==> src/design/ddsri_pkg.sv <==
// ----------------------------------------------------------------------------
// ddsri_pkg
// Types and constants shared by the synthesizer register interface.
// ----------------------------------------------------------------------------
package ddsri_pkg;

  localparam int WORD_BITS      = 16;
  localparam int CW_BITS        = 14;
  localparam int HALF_BITS      = 14;
  localparam int FREQ_BITS      = 28;
  localparam int PHASE_REG_BITS = 12;
  localparam int INDEX_BITS     = 12;
  localparam int MODE_BITS      = 2;

  // Control word bit positions
  localparam int CW_B28     = 13;
  localparam int CW_HLB     = 12;
  localparam int CW_FSEL    = 11;
  localparam int CW_PSEL    = 10;
  localparam int CW_RESET   = 8;
  localparam int CW_SLEEP1  = 7;
  localparam int CW_SLEEP12 = 6;
  localparam int CW_OPBITEN = 5;
  localparam int CW_DIV2    = 3;
  localparam int CW_MODE    = 1;

  localparam logic [CW_BITS-1:0] CW_RESET_VALUE = 14'h01C0;

  typedef enum logic {
    CMD_WORD = 1'b0,
    CMD_TICK = 1'b1
  } cmd_t;

  typedef enum logic [1:0] {
    SEL_CONTROL = 2'b00,
    SEL_FREQ0   = 2'b01,
    SEL_FREQ1   = 2'b10,
    SEL_PHASE   = 2'b11
  } sel_t;

  typedef enum logic [MODE_BITS-1:0] {
    WAVE_SINE        = 2'd0,
    WAVE_TRIANGLE    = 2'd1,
    WAVE_SQUARE_MSB  = 2'd2,
    WAVE_SQUARE_HALF = 2'd3
  } wave_t;

  typedef struct packed {
    logic                 cmd;
    logic [WORD_BITS-1:0] word;
  } item_t;

  typedef struct packed {
    logic [INDEX_BITS-1:0] phase_index;
    logic [MODE_BITS-1:0]  wave_mode;
    logic                  square_level;
    logic                  dac_enabled;
    logic                  running;
  } result_t;

endpackage

==> src/design/ddsri_if.sv <==
// ----------------------------------------------------------------------------
// ddsri_req_if / ddsri_res_if
// Valid/ready channels for serial words and ticks, and for status results.
// ----------------------------------------------------------------------------
interface ddsri_req_if;
  logic                            valid;
  logic                            ready;
  logic                            cmd;
  logic [ddsri_pkg::WORD_BITS-1:0] word;

  modport source(output valid, output cmd, output word, input ready);
  modport sink(input valid, input cmd, input word, output ready);
endinterface

interface ddsri_res_if;
  logic                             valid;
  logic                             ready;
  logic [ddsri_pkg::INDEX_BITS-1:0] phase_index;
  logic [ddsri_pkg::MODE_BITS-1:0]  wave_mode;
  logic                             square_level;
  logic                             dac_enabled;
  logic                             running;

  modport source(output valid, output phase_index, output wave_mode, output square_level,
                 output dac_enabled, output running, input ready);
  modport sink(input valid, input phase_index, input wave_mode, input square_level,
               input dac_enabled, input running, output ready);
endinterface

==> src/design/ddsri_in_stage.sv <==
// ----------------------------------------------------------------------------
// ddsri_in_stage
// Input register holding one accepted word or tick.
// ----------------------------------------------------------------------------
module ddsri_in_stage (
  input  logic             clk,
  input  logic             rst,
  input  logic             load,
  input  logic             advance,
  input  ddsri_pkg::item_t item_d,
  output logic             valid,
  output ddsri_pkg::item_t item
);

  always_ff @(posedge clk) begin
    if (rst) begin
      valid <= 1'b0;
    end else if (load) begin
      valid <= 1'b1;
    end else if (advance) begin
      valid <= 1'b0;
    end
  end

  always_ff @(posedge clk) begin
    if (load) begin
      item <= item_d;
    end
  end

endmodule

==> src/design/ddsri_core.sv <==
// ----------------------------------------------------------------------------
// ddsri_core
// Register file, phase accumulator and square-wave logic; one item per step.
// ----------------------------------------------------------------------------
module ddsri_core #(
  parameter int ACC_BITS   = 28,
  parameter int PHASE_BITS = 12
) (
  input  logic               clk,
  input  logic               rst,
  input  logic               step,
  input  ddsri_pkg::item_t   item,
  output ddsri_pkg::result_t res
);

  logic [ddsri_pkg::CW_BITS-1:0]        control_word, control_word_next;
  logic [ddsri_pkg::FREQ_BITS-1:0]      freq [2];
  logic [ddsri_pkg::FREQ_BITS-1:0]      freq_next [2];
  logic [ddsri_pkg::PHASE_REG_BITS-1:0] phase [2];
  logic [ddsri_pkg::PHASE_REG_BITS-1:0] phase_next [2];
  logic                                 pending, pending_next;
  logic [ddsri_pkg::HALF_BITS-1:0]      held, held_next;
  logic [ACC_BITS-1:0]                  acc, acc_next;
  logic                                 toggle, toggle_next;
  logic                                 prev_msb, prev_msb_next;

  ddsri_pkg::sel_t                      sel;
  logic [ddsri_pkg::HALF_BITS-1:0]      data;
  logic                                 fidx;
  logic                                 toggle_base;
  logic                                 msb_next;
  logic [PHASE_BITS-1:0]                top_bits, offset, index;
  logic                                 psel;

  always_ff @(posedge clk) begin
    if (rst) begin
      control_word <= ddsri_pkg::CW_RESET_VALUE;
      freq[0]      <= '0;
      freq[1]      <= '0;
      phase[0]     <= '0;
      phase[1]     <= '0;
      pending      <= 1'b0;
      held         <= '0;
      acc          <= '0;
      toggle       <= 1'b0;
      prev_msb     <= 1'b0;
    end else if (step) begin
      control_word <= control_word_next;
      freq[0]      <= freq_next[0];
      freq[1]      <= freq_next[1];
      phase[0]     <= phase_next[0];
      phase[1]     <= phase_next[1];
      pending      <= pending_next;
      held         <= held_next;
      acc          <= acc_next;
      toggle       <= toggle_next;
      prev_msb     <= prev_msb_next;
    end
  end

  always_comb begin
    control_word_next = control_word;
    freq_next[0]      = freq[0];
    freq_next[1]      = freq[1];
    phase_next[0]     = phase[0];
    phase_next[1]     = phase[1];
    pending_next      = pending;
    held_next         = held;
    acc_next          = acc;
    toggle_next       = toggle;
    prev_msb_next     = prev_msb;
    toggle_base       = toggle;
    msb_next          = acc[ACC_BITS-1];
    sel               = ddsri_pkg::sel_t'(item.word[ddsri_pkg::WORD_BITS-1 -: 2]);
    data              = item.word[ddsri_pkg::HALF_BITS-1:0];
    fidx              = (sel == ddsri_pkg::SEL_FREQ1);

    if (item.cmd == ddsri_pkg::CMD_WORD) begin
      unique case (sel)
        ddsri_pkg::SEL_CONTROL: begin
          control_word_next = data;
          pending_next      = 1'b0;
        end
        ddsri_pkg::SEL_PHASE: begin
          phase_next[item.word[ddsri_pkg::HALF_BITS-1]] =
            item.word[ddsri_pkg::PHASE_REG_BITS-1:0];
        end
        ddsri_pkg::SEL_FREQ0, ddsri_pkg::SEL_FREQ1: begin
          if (control_word[ddsri_pkg::CW_B28]) begin
            if (!pending) begin
              held_next    = data;
              pending_next = 1'b1;
            end else begin
              freq_next[fidx] = {data, held};
              pending_next    = 1'b0;
            end
          end else if (control_word[ddsri_pkg::CW_HLB]) begin
            freq_next[fidx] = {data, freq[fidx][ddsri_pkg::HALF_BITS-1:0]};
          end else begin
            freq_next[fidx] = {freq[fidx][ddsri_pkg::FREQ_BITS-1 -: ddsri_pkg::HALF_BITS],
                               data};
          end
        end
        default: begin
          pending_next = pending;
        end
      endcase
    end else begin
      // Reset wins over clock sleep
      if (control_word[ddsri_pkg::CW_RESET]) begin
        acc_next    = '0;
        toggle_base = 1'b0;
      end else if (!control_word[ddsri_pkg::CW_SLEEP1]) begin
        acc_next = acc + ACC_BITS'(freq[control_word[ddsri_pkg::CW_FSEL]]);
      end
      msb_next      = acc_next[ACC_BITS-1];
      toggle_next   = toggle_base ^ (prev_msb & ~msb_next);
      prev_msb_next = msb_next;
    end
  end

  always_comb begin
    psel     = control_word_next[ddsri_pkg::CW_PSEL];
    top_bits = acc_next[ACC_BITS-1 -: PHASE_BITS];
    offset   = phase_next[psel][ddsri_pkg::PHASE_REG_BITS-1 -: PHASE_BITS];
    index    = top_bits + offset;

    res.phase_index = ddsri_pkg::INDEX_BITS'(index);
    if (control_word_next[ddsri_pkg::CW_OPBITEN]) begin
      res.wave_mode = control_word_next[ddsri_pkg::CW_DIV2] ? ddsri_pkg::WAVE_SQUARE_MSB
                                                            : ddsri_pkg::WAVE_SQUARE_HALF;
    end else begin
      res.wave_mode = control_word_next[ddsri_pkg::CW_MODE] ? ddsri_pkg::WAVE_TRIANGLE
                                                            : ddsri_pkg::WAVE_SINE;
    end
    res.square_level = control_word_next[ddsri_pkg::CW_DIV2] ? acc_next[ACC_BITS-1]
                                                             : toggle_next;
    res.dac_enabled  = ~control_word_next[ddsri_pkg::CW_SLEEP12];
    res.running      = ~(control_word_next[ddsri_pkg::CW_RESET] |
                         control_word_next[ddsri_pkg::CW_SLEEP1]);
  end

endmodule

==> src/design/ddsri_out_stage.sv <==
// ----------------------------------------------------------------------------
// ddsri_out_stage
// Result register; holds a result until the sink takes the transaction.
// ----------------------------------------------------------------------------
module ddsri_out_stage (
  input  logic               clk,
  input  logic               rst,
  input  logic               load,
  input  logic               ready,
  input  ddsri_pkg::result_t res_d,
  output logic               valid,
  output ddsri_pkg::result_t res
);

  always_ff @(posedge clk) begin
    if (rst) begin
      valid <= 1'b0;
    end else if (load) begin
      valid <= 1'b1;
    end else if (ready) begin
      valid <= 1'b0;
    end
  end

  always_ff @(posedge clk) begin
    if (load) begin
      res <= res_d;
    end
  end

endmodule

==> src/design/dds_register_interface_unit.sv <==
// ----------------------------------------------------------------------------
// dds_register_interface_unit
// Serial word register interface and phase accumulator of a 28-bit DDS.
// ----------------------------------------------------------------------------
// Each request transaction is either a 16-bit serial word or one master clock
// tick, and each produces exactly one status result reflecting the state after
// it. A transaction passes an input register, the register file and
// accumulator update, and a result register, one transaction taken every
// cycle while the result side keeps up. The accumulator add feeds the phase
// offset add combinationally. Request ready drops only while both registers
// are full and the result is not being taken.
module dds_register_interface_unit #(
  parameter int ACC_BITS   = 28,
  parameter int PHASE_BITS = 12
) (
  input logic         clk,
  input logic         rst,
  ddsri_req_if.sink   request,
  ddsri_res_if.source result
);

  ddsri_pkg::item_t   item_d, item;
  ddsri_pkg::result_t res_d, res;
  logic               item_valid;
  logic               out_valid;
  logic               advance;
  logic               load;
  logic               step;

  assign advance       = ~out_valid | result.ready;
  assign request.ready = ~item_valid | advance;
  assign load          = request.valid & request.ready;
  assign step          = item_valid & advance;
  assign item_d.cmd    = request.cmd;
  assign item_d.word   = request.word;

  ddsri_in_stage u_in (
    .clk     (clk),
    .rst     (rst),
    .load    (load),
    .advance (advance),
    .item_d  (item_d),
    .valid   (item_valid),
    .item    (item)
  );

  ddsri_core #(
    .ACC_BITS   (ACC_BITS),
    .PHASE_BITS (PHASE_BITS)
  ) u_core (
    .clk  (clk),
    .rst  (rst),
    .step (step),
    .item (item),
    .res  (res_d)
  );

  ddsri_out_stage u_out (
    .clk   (clk),
    .rst   (rst),
    .load  (step),
    .ready (result.ready),
    .res_d (res_d),
    .valid (out_valid),
    .res   (res)
  );

  assign result.valid        = out_valid;
  assign result.phase_index  = res.phase_index;
  assign result.wave_mode    = res.wave_mode;
  assign result.square_level = res.square_level;
  assign result.dac_enabled  = res.dac_enabled;
  assign result.running      = res.running;

endmodule

==> src/flat_wrapper.sv <==
// flat-port wrapper written by rule: the top's interface ports become plain ports
module dds_register_interface_unit_flat 
#(
  parameter int ACC_BITS   = 28,
  parameter int PHASE_BITS = 12
)
  (clk, rst, request_valid, request_cmd, request_word, request_ready, result_valid, result_phase_index, result_wave_mode, result_square_level, result_dac_enabled, result_running, result_ready);
  ddsri_req_if request_i ();
  ddsri_res_if result_i ();
  input logic clk;
  input logic rst;
  input wire logic [$bits(request_i.valid)-1:0] request_valid;
  input wire logic [$bits(request_i.cmd)-1:0] request_cmd;
  input wire logic [$bits(request_i.word)-1:0] request_word;
  output wire logic [$bits(request_i.ready)-1:0] request_ready;
  output wire logic [$bits(result_i.valid)-1:0] result_valid;
  output wire logic [$bits(result_i.phase_index)-1:0] result_phase_index;
  output wire logic [$bits(result_i.wave_mode)-1:0] result_wave_mode;
  output wire logic [$bits(result_i.square_level)-1:0] result_square_level;
  output wire logic [$bits(result_i.dac_enabled)-1:0] result_dac_enabled;
  output wire logic [$bits(result_i.running)-1:0] result_running;
  input wire logic [$bits(result_i.ready)-1:0] result_ready;
  assign request_i.valid = request_valid;
  assign request_i.cmd = request_cmd;
  assign request_i.word = request_word;
  assign request_ready = request_i.ready;
  assign result_valid = result_i.valid;
  assign result_phase_index = result_i.phase_index;
  assign result_wave_mode = result_i.wave_mode;
  assign result_square_level = result_i.square_level;
  assign result_dac_enabled = result_i.dac_enabled;
  assign result_running = result_i.running;
  assign result_i.ready = result_ready;
  dds_register_interface_unit #(.ACC_BITS(ACC_BITS), .PHASE_BITS(PHASE_BITS)) u_core (.clk(clk), .rst(rst), .request(request_i), .result(result_i));
endmodule
==> config.mk <==
export PLATFORM = sky130hd
export DESIGN_NAME = dds_register_interface_unit_flat
export DESIGN_NICKNAME = d
export VERILOG_FILES = /design/src/design/ddsri_pkg.sv /design/src/design/ddsri_if.sv /design/src/design/ddsri_in_stage.sv /design/src/design/ddsri_core.sv /design/src/design/ddsri_out_stage.sv /design/src/design/dds_register_interface_unit.sv /design/src/flat_wrapper.sv
export SDC_FILE = /design/constraint.sdc
export NUM_CORES = 1
export LEC_CHECK = 0
export BUFFER_PORTS_ARGS = -buffer_cell sky130_fd_sc_hd__buf_2
export CAP_MARGIN = 20
export CELL_PAD_IN_SITES_DETAIL_PLACEMENT = 1
export CELL_PAD_IN_SITES_GLOBAL_PLACEMENT = 1
export CORE_AREA = 2 2 176 126
export CTS_CLUSTER_SIZE = 30
export DETAILED_ROUTE_END_ITERATION = 10
export DIE_AREA = 0 0 178 128
export PLACE_DENSITY = 0.91
export SLEW_MARGIN = 20
export SYNTH_ARGS = -nofsm -noshare
export SYNTH_HDL_FRONTEND = slang
export SYNTH_HIERARCHICAL = 1
export SYNTH_SLANG_ARGS = --single-unit
==> constraint.sdc <==
create_clock -name clk -period 5.7 [get_ports clk]
set_input_delay 0 -clock clk [delete_from_list [all_inputs] [get_ports clk]]
set_output_delay 0 -clock clk [all_outputs]
set_load 0.01 [all_outputs]
; After elaboration in Yosys (flattened, before gate mapping)
; Memory sizes are Yosys's and may differ from the RTL's. A register that Yosys moved wholly into a read port is not among the register bits.
; Index checks and enable logic that the tools add are counted.
; Widths: inputs -> output; s select.
[totals]
register_bits = 95
ramBits = 80
inputBits = 21
out_inout_bits = 19
word_cells = 113
mem_count = 2
[mem_list]
columns = memory, words, width, read_ports, rd_clocked_by_memory_dff, wr, line
row1 = u_core.u_core.freq, 2, 28, 4, 1, 2, ddsri_core.sv:17  ; logic [ddsri_pkg::FREQ_BITS-1:0] freq [2];
row2 = u_core.u_core.phase, 2, 12, 2, 0, 2, ddsri_core.sv:19  ; logic [ddsri_pkg::PHASE_REG_BITS-1:0] phase [2];
[op_classes]
add_sub_neg = 2
n_lt_le_gt_ge = 5
eq_ne = 5
mux = 49
n_bitwise = 21
reduce_logical = 12
[op_table]
columns = cell, count
row1 = $mux 56, 5
row2 = $mux 28, 7
row3 = $bwmux 56, 3
row4 = $mux 12, 6
row5 = $mux 24, 2
row6 = $add 28x28->28, 1
row7 = $demux 28 s1, 1
row8 = $bwmux 24, 1
row9 = $mux 11, 2
row10 = $mux 1, 19
row11 = $add 12x12->12, 1
row12 = $demux 12 s1, 1
row13 = $not 1->1, 7
row14 = $or 1x1->1, 7
row15 = $ge 2x2->1 const B, 3
row16 = $not 1->2, 3
row17 = $reduce_and 3->1, 2
row18 = $reduce_bool 2->1, 3
row19 = $reduce_and 5->1, 1
row20 = $eq 2x2->1 const B, 2
row21 = $lt 2x1->1 const B, 2
row22 = $reduce_and 4->1, 1
row23 = $and 1x1->1, 3
row24 = $ne 3x3->1 const B, 1
row25 = 9 further kinds, 10

; Logic depth before layout (Yosys ltp)
[logic_depth]
word_depth = 12
mapped_depth = 24
ltp_nobuf = 22

; By module
; The synthesis kept the hierarchy.
[by_module_without_submodules]
columns = mod, n_inst, cells_per_inst, area_per_inst_um2, seq_area_each_um2
row1 = ddsri_core, 1, 1087, 9061.2, 3523.4
row2 = ddsri_in_stage, 1, 21, 549.3, 530.5
row3 = ddsri_out_stage, 1, 21, 549.3, 530.5
row4 = dds_register_interface_unit, 1, 5, 35.0, 0.0

; Worst setup path before layout
; No wires, ideal clock.
[synth_timing]
path_type = reg2reg
from = reg (tool-made name)
to = reg u_core/u_out/res[15] (netlist name)
setup_ns = 0.258
t_arrival_ns = 4.536
t_required_ns = 5.442
slack_ns = 0.907
path_stages_with_launch = 25
n_path_buf = 2
period_less_slack_ns = 4.793
path_cell_list = dfxtp_1 clkbuf_1 clkbuf_1 nand2_1 o21ai_0 ha_1 inv_1 fa_1 nor2b_1 o2111ai_1 a21boi_1 o311a_1 a21boi_1 xnor2_1 a22o_1 ha_1 fa_1 a21o_1 a21oi_1 o21bai_1 a21oi_1 o21ai_0 a21o_1 a21oi_1 xnor2_1

==> summary.md <==
| Metric | Value |
|---|---|
| Reg2reg end | `u_core/u_out/res[15]` |
| CTS clk-pin slew, worst paths | `70 ps` |
| Initial antenna violation count | `0` |
| Drt pass-1 iters | `7` |
| Global-route wire length before repair | `55200 um` |
| Maximum Capacitance Violations | `0` |
| Avg Inst Size Synth | `8.99 um2` |
| Library cells used by synthesis | `75` |
| Cell with the most instances after synthesis | `nand2_1` |
| Count of input and output buffers | `39` |
| Cell taking the most area after synthesis | `edfxtp_1` |
| Tcrit/Tclk final | `95.1%` |
| Data arrival, critical path | `5630 ps` |
| Largest cells by area after synthesis | `edfxtp_1 (34%), dfxtp_1 (11%), a21oi_1 (6.8%)` |
| Vias | `between 9000 and 10000` |
| Simple-Gate Fraction of Synth Area | `17.0%` |
| Crit Path Max Fanout | `20` |
| Crit-path slowest cell | `dfxtp_2` |
| Utilization after layout | `53.3%` |
| Hold_ws | `60.0 ps` |
| Maximum clock frequency | `around 0.18 GHz` |
| Hold Vio Cnt, Final | `0` |
| CTS buffer count | `17` |
| Max VDD drop | `0.274 mV` |
| Hold path endpoint | `u_core/u_core/pending` |
| Pleak | `between 0.004 and 0.005 uW` |
| Die height | `128 um` |
| H-Tree Depth | `4` |
| CP startpoint kind | `flip-flop` |
| Starting Density | `48.0%` |
| # nets final | `1206` |
| Final worst slack | `278 ps` |
| Max_slew headroom | `~22%` |
| Crit path max-delay family | `compound AO/OA/AOI/OAI gates` |
| Number of vias per cell | `between 6 and 7` |
| Min Tclk post-route | `5420 ps` |
| Largest net degree at the start of global routing | `60` |
| Grt ovf | `0` |
| Synth top area share | `33.6%` |
| Die ar. | `22800 um2` |
| All-Layer GR Usage | `32.4%` |
| Placer congestion estimate | `between 0.9 and 1` |
| Status | `completed` |
| Place WS | `408 ps` |
| Post-route ant nets | `0` |
| Layout cell share with drive strength beyond 1 | `between 10 and 15%` |
| Placed Cells | `1386` |
| Synth Area in Compound Gates | `20.8%` |
| Slew @ Worst Pin | `1160 ps` |
| Slowest stage delay, CP | `470 ps` |
| Synthesized flop and latch total | `172` |
| Largest family of logic cells by synthesized area | `compound AO/OA/AOI/OAI gates` |
| P per Cell Area | `266 nW/um2` |
| Worst Skew | `21.4 ps` |
| Core ar. | `~21000 um2` |
| Synth-to-layout area growth | `11.0%` |
| Avg WL per Cell | `25.2 um` |
| Post-Synth XOR/XNOR Area | `~2.8%` |
| Root Buffer Master | `clkbuf_16` |
| Critical-path cell list | `buf_4 > o21ai_0 > ha_1 > a21o_1 > a21oi_1 > a21boi_2 > o311a_1 > a21boi_1 > xnor2_1 > a22o_1 > ha_1 > fa_1 > a21o_1 > a21oi_1 > o21bai_1 > a21oi_1 > o21ai_0 > a21o_1 > a21oi_1 > xnor2_1` |
| Die width | `178 um` |
| DRT iter0 DRCs | `approximately 1200` |
| Post-synth EDFFs | `114` |
| Crit path buf inv count | `1` |
| Worst skew pair latency | `approximately 470 ps` |
| Dpl hpwl | `22900 um` |
| Fin cells | `around 1400` |
| TritonCTS clock tree | `done` |
| Setup violations, final | `0` |
| Post-Synth Adder-Cell Area | `under 10%` |
| Gate Count Post-Synth | `1134` |
| R2R cell count | `20` |
| Ys Warns | `6` |
| Detailed Route WL | `36300 um` |
| Vias in the first global route | `9337` |
| Worst path required time | `roughly 5900 ps` |
| Hold Crit Start | `rst` |
| R2r setup slk | `between 200 and 300 ps` |
| Syn nets | `1198` |
| Pins Over Slew Limit | `0` |
| Post-synthesis sequential area ratio | `45.0%` |
| Worst Setup Path Type | `flip-flop to flip-flop` |
| Max Root-Sink Buffers | `2` |
| Cell mode on critical path | `a21oi_1` |
| # IOs | `40` |
| Worst Setup End Kind | `flip-flop` |
| Synth Flop Type | `edfxtp_1` |
| Worst hold path class | `primary input to flip-flop` |
| Sink Count | `~170` |
| Worst Hold Path Cells | `2` |
| Post-Syn Area | `10200 um2` |
| Async set-reset flop share out of synthesis | `0%` |
| Fillers | `2423` |
| Post-synthesis mux area share | `4.34%` |
| Std cell rows | `45` |
| Post-synth top cells | `nand2_1 (180), a21oi_1 (138), nor2_1 (130)` |
| Drc violations | `0` |
| Ant. Diodes | `0` |
| Final setup TNS | `0 ps` |
==> metrics by stage <==
stage                     cell area [um2]  power [uW]
after CTS                           11300        2980
final                               11300        3010
after global routing                11300        3090
after detailed placement            10500        1780
after floorplan                     10200        1660
after global placement              10500        1760
==> routing by layer <==
| metal | part of all wire [%] | vias up | GRT usage [%] |
|---|---|---|---|
| met1 | 40 | 4637 | 42.6 |
| met2 | 46 | 538 | 51.2 |
| met3 | 10 | 84 | 8.57 |
| met5 | 0 | - | 0 |
| met4 | 3.1 | 0 | 12.5 |
| li1 | - | 4078 | - |
==> worst max path at each step <==
stage                            to  slack, ps  cells after the start
6_report       u_core/u_out/res[15]        280                     20
3_3_place_gp   u_core/u_out/res[15]        690                     22
5_1_grt        u_core/u_out/res[15]        -90                     22
2_1_floorplan  u_core/u_out/res[15]        910                     24
4_1_cts        u_core/u_out/res[15]        280                     20
3_5_place_dp   u_core/u_out/res[15]        410                     20
==> cells in the final DEF, fill, tap and decap left out, types with 4 or more instances in the layout <==
cell and count:
o221ai_1 15, clkbuf_16 17, nor3_1 20, a21o_1 11, dlygate4sd3_1 18, or3_1 4, nand2_1 180, nor2b_1 21
o21bai_1 5, xnor2_1 22, o22ai_1 13, inv_1 39, o21a_1 8, dfxtp_1 56, edfxtp_1 114, o211ai_1 9
a21oi_1 138, a211o_1 4, ha_1 40, a22o_1 7, buf_2 39, nand2b_1 8, buf_4 14, o21ai_0 37
mux2i_1 27, o221a_2 14, nor2_1 130, nand3_1 15, a22oi_1 8, a211oi_1 4, o31ai_1 4, mux2_2 14
xor2_1 8, and3_1 6, o2111ai_1 5
==> layout make-up <==
cell class	count	area [um2]	area share, %
Multi-Input combinational cell	840	5160	45.6
Timing Repair Buffer	71	480	4.25
Inverter	40	150	1.33
Tap cell	282	353	3.12
Clock inverter	12	138	1.22
Sequential cell	172	4590	40.5
Clock buffer	20	447	3.95
==> worst reg2reg max path, stage by stage (launching register included) <==
cell and delay, ps:
dfxtp_2 470, buf_4 260, o21ai_0 150, ha_1 390, a21o_1 210, a21oi_1 320, a21boi_2 170, o311a_1 400
a21boi_1 330, xnor2_1 160, a22o_1 210, ha_1 220, fa_1 440, a21o_1 190, a21oi_1 260, o21bai_1 110
a21oi_1 210, o21ai_0 190, a21o_1 220, a21oi_1 190, xnor2_1 100
==> where the power goes <==
group	switching (uW)	total [uW]	leakage [uW]	internal, uW
combinational	229	342	0.00242	113
sequential	59.2	1450	0.00164	1390
clock	557	1220	0.000277	662
==> sequential cells by signal (all words and copies together), names as in the netlist, named ones only <==
signal and cells:
u_core/u_core/freq 56, u_core/u_core/acc 28, u_core/u_core/phase 24, u_core/u_in/item 17
u_core/u_out/res 17, u_core/u_core/held 14, u_core/u_core/control_word 10, u_core/u_core/pending 1
u_core/u_core/prev_msb 1, u_core/u_core/toggle 1, u_core/u_in/valid 1, u_core/u_out/valid 1
==> logic make-up after synthesis <==
group                      Yosys count
and+or+nand+nor                    404
buffers and inverters              122
adders and majority gates           43
xor gates and xnor gates            31
DFF                                172
AOI/OAI and AO/OA                  320
muxes                               42
==> what timing repair did <==
action	in CTS	in global routing
setup buffers	0	0
hold buffers	18	0
endpoints found under the setup margin	0	2
resized for setup	0	2
hold endpoints to repair	19	0
No activity file was read; power rests on OpenSTA's default activity.
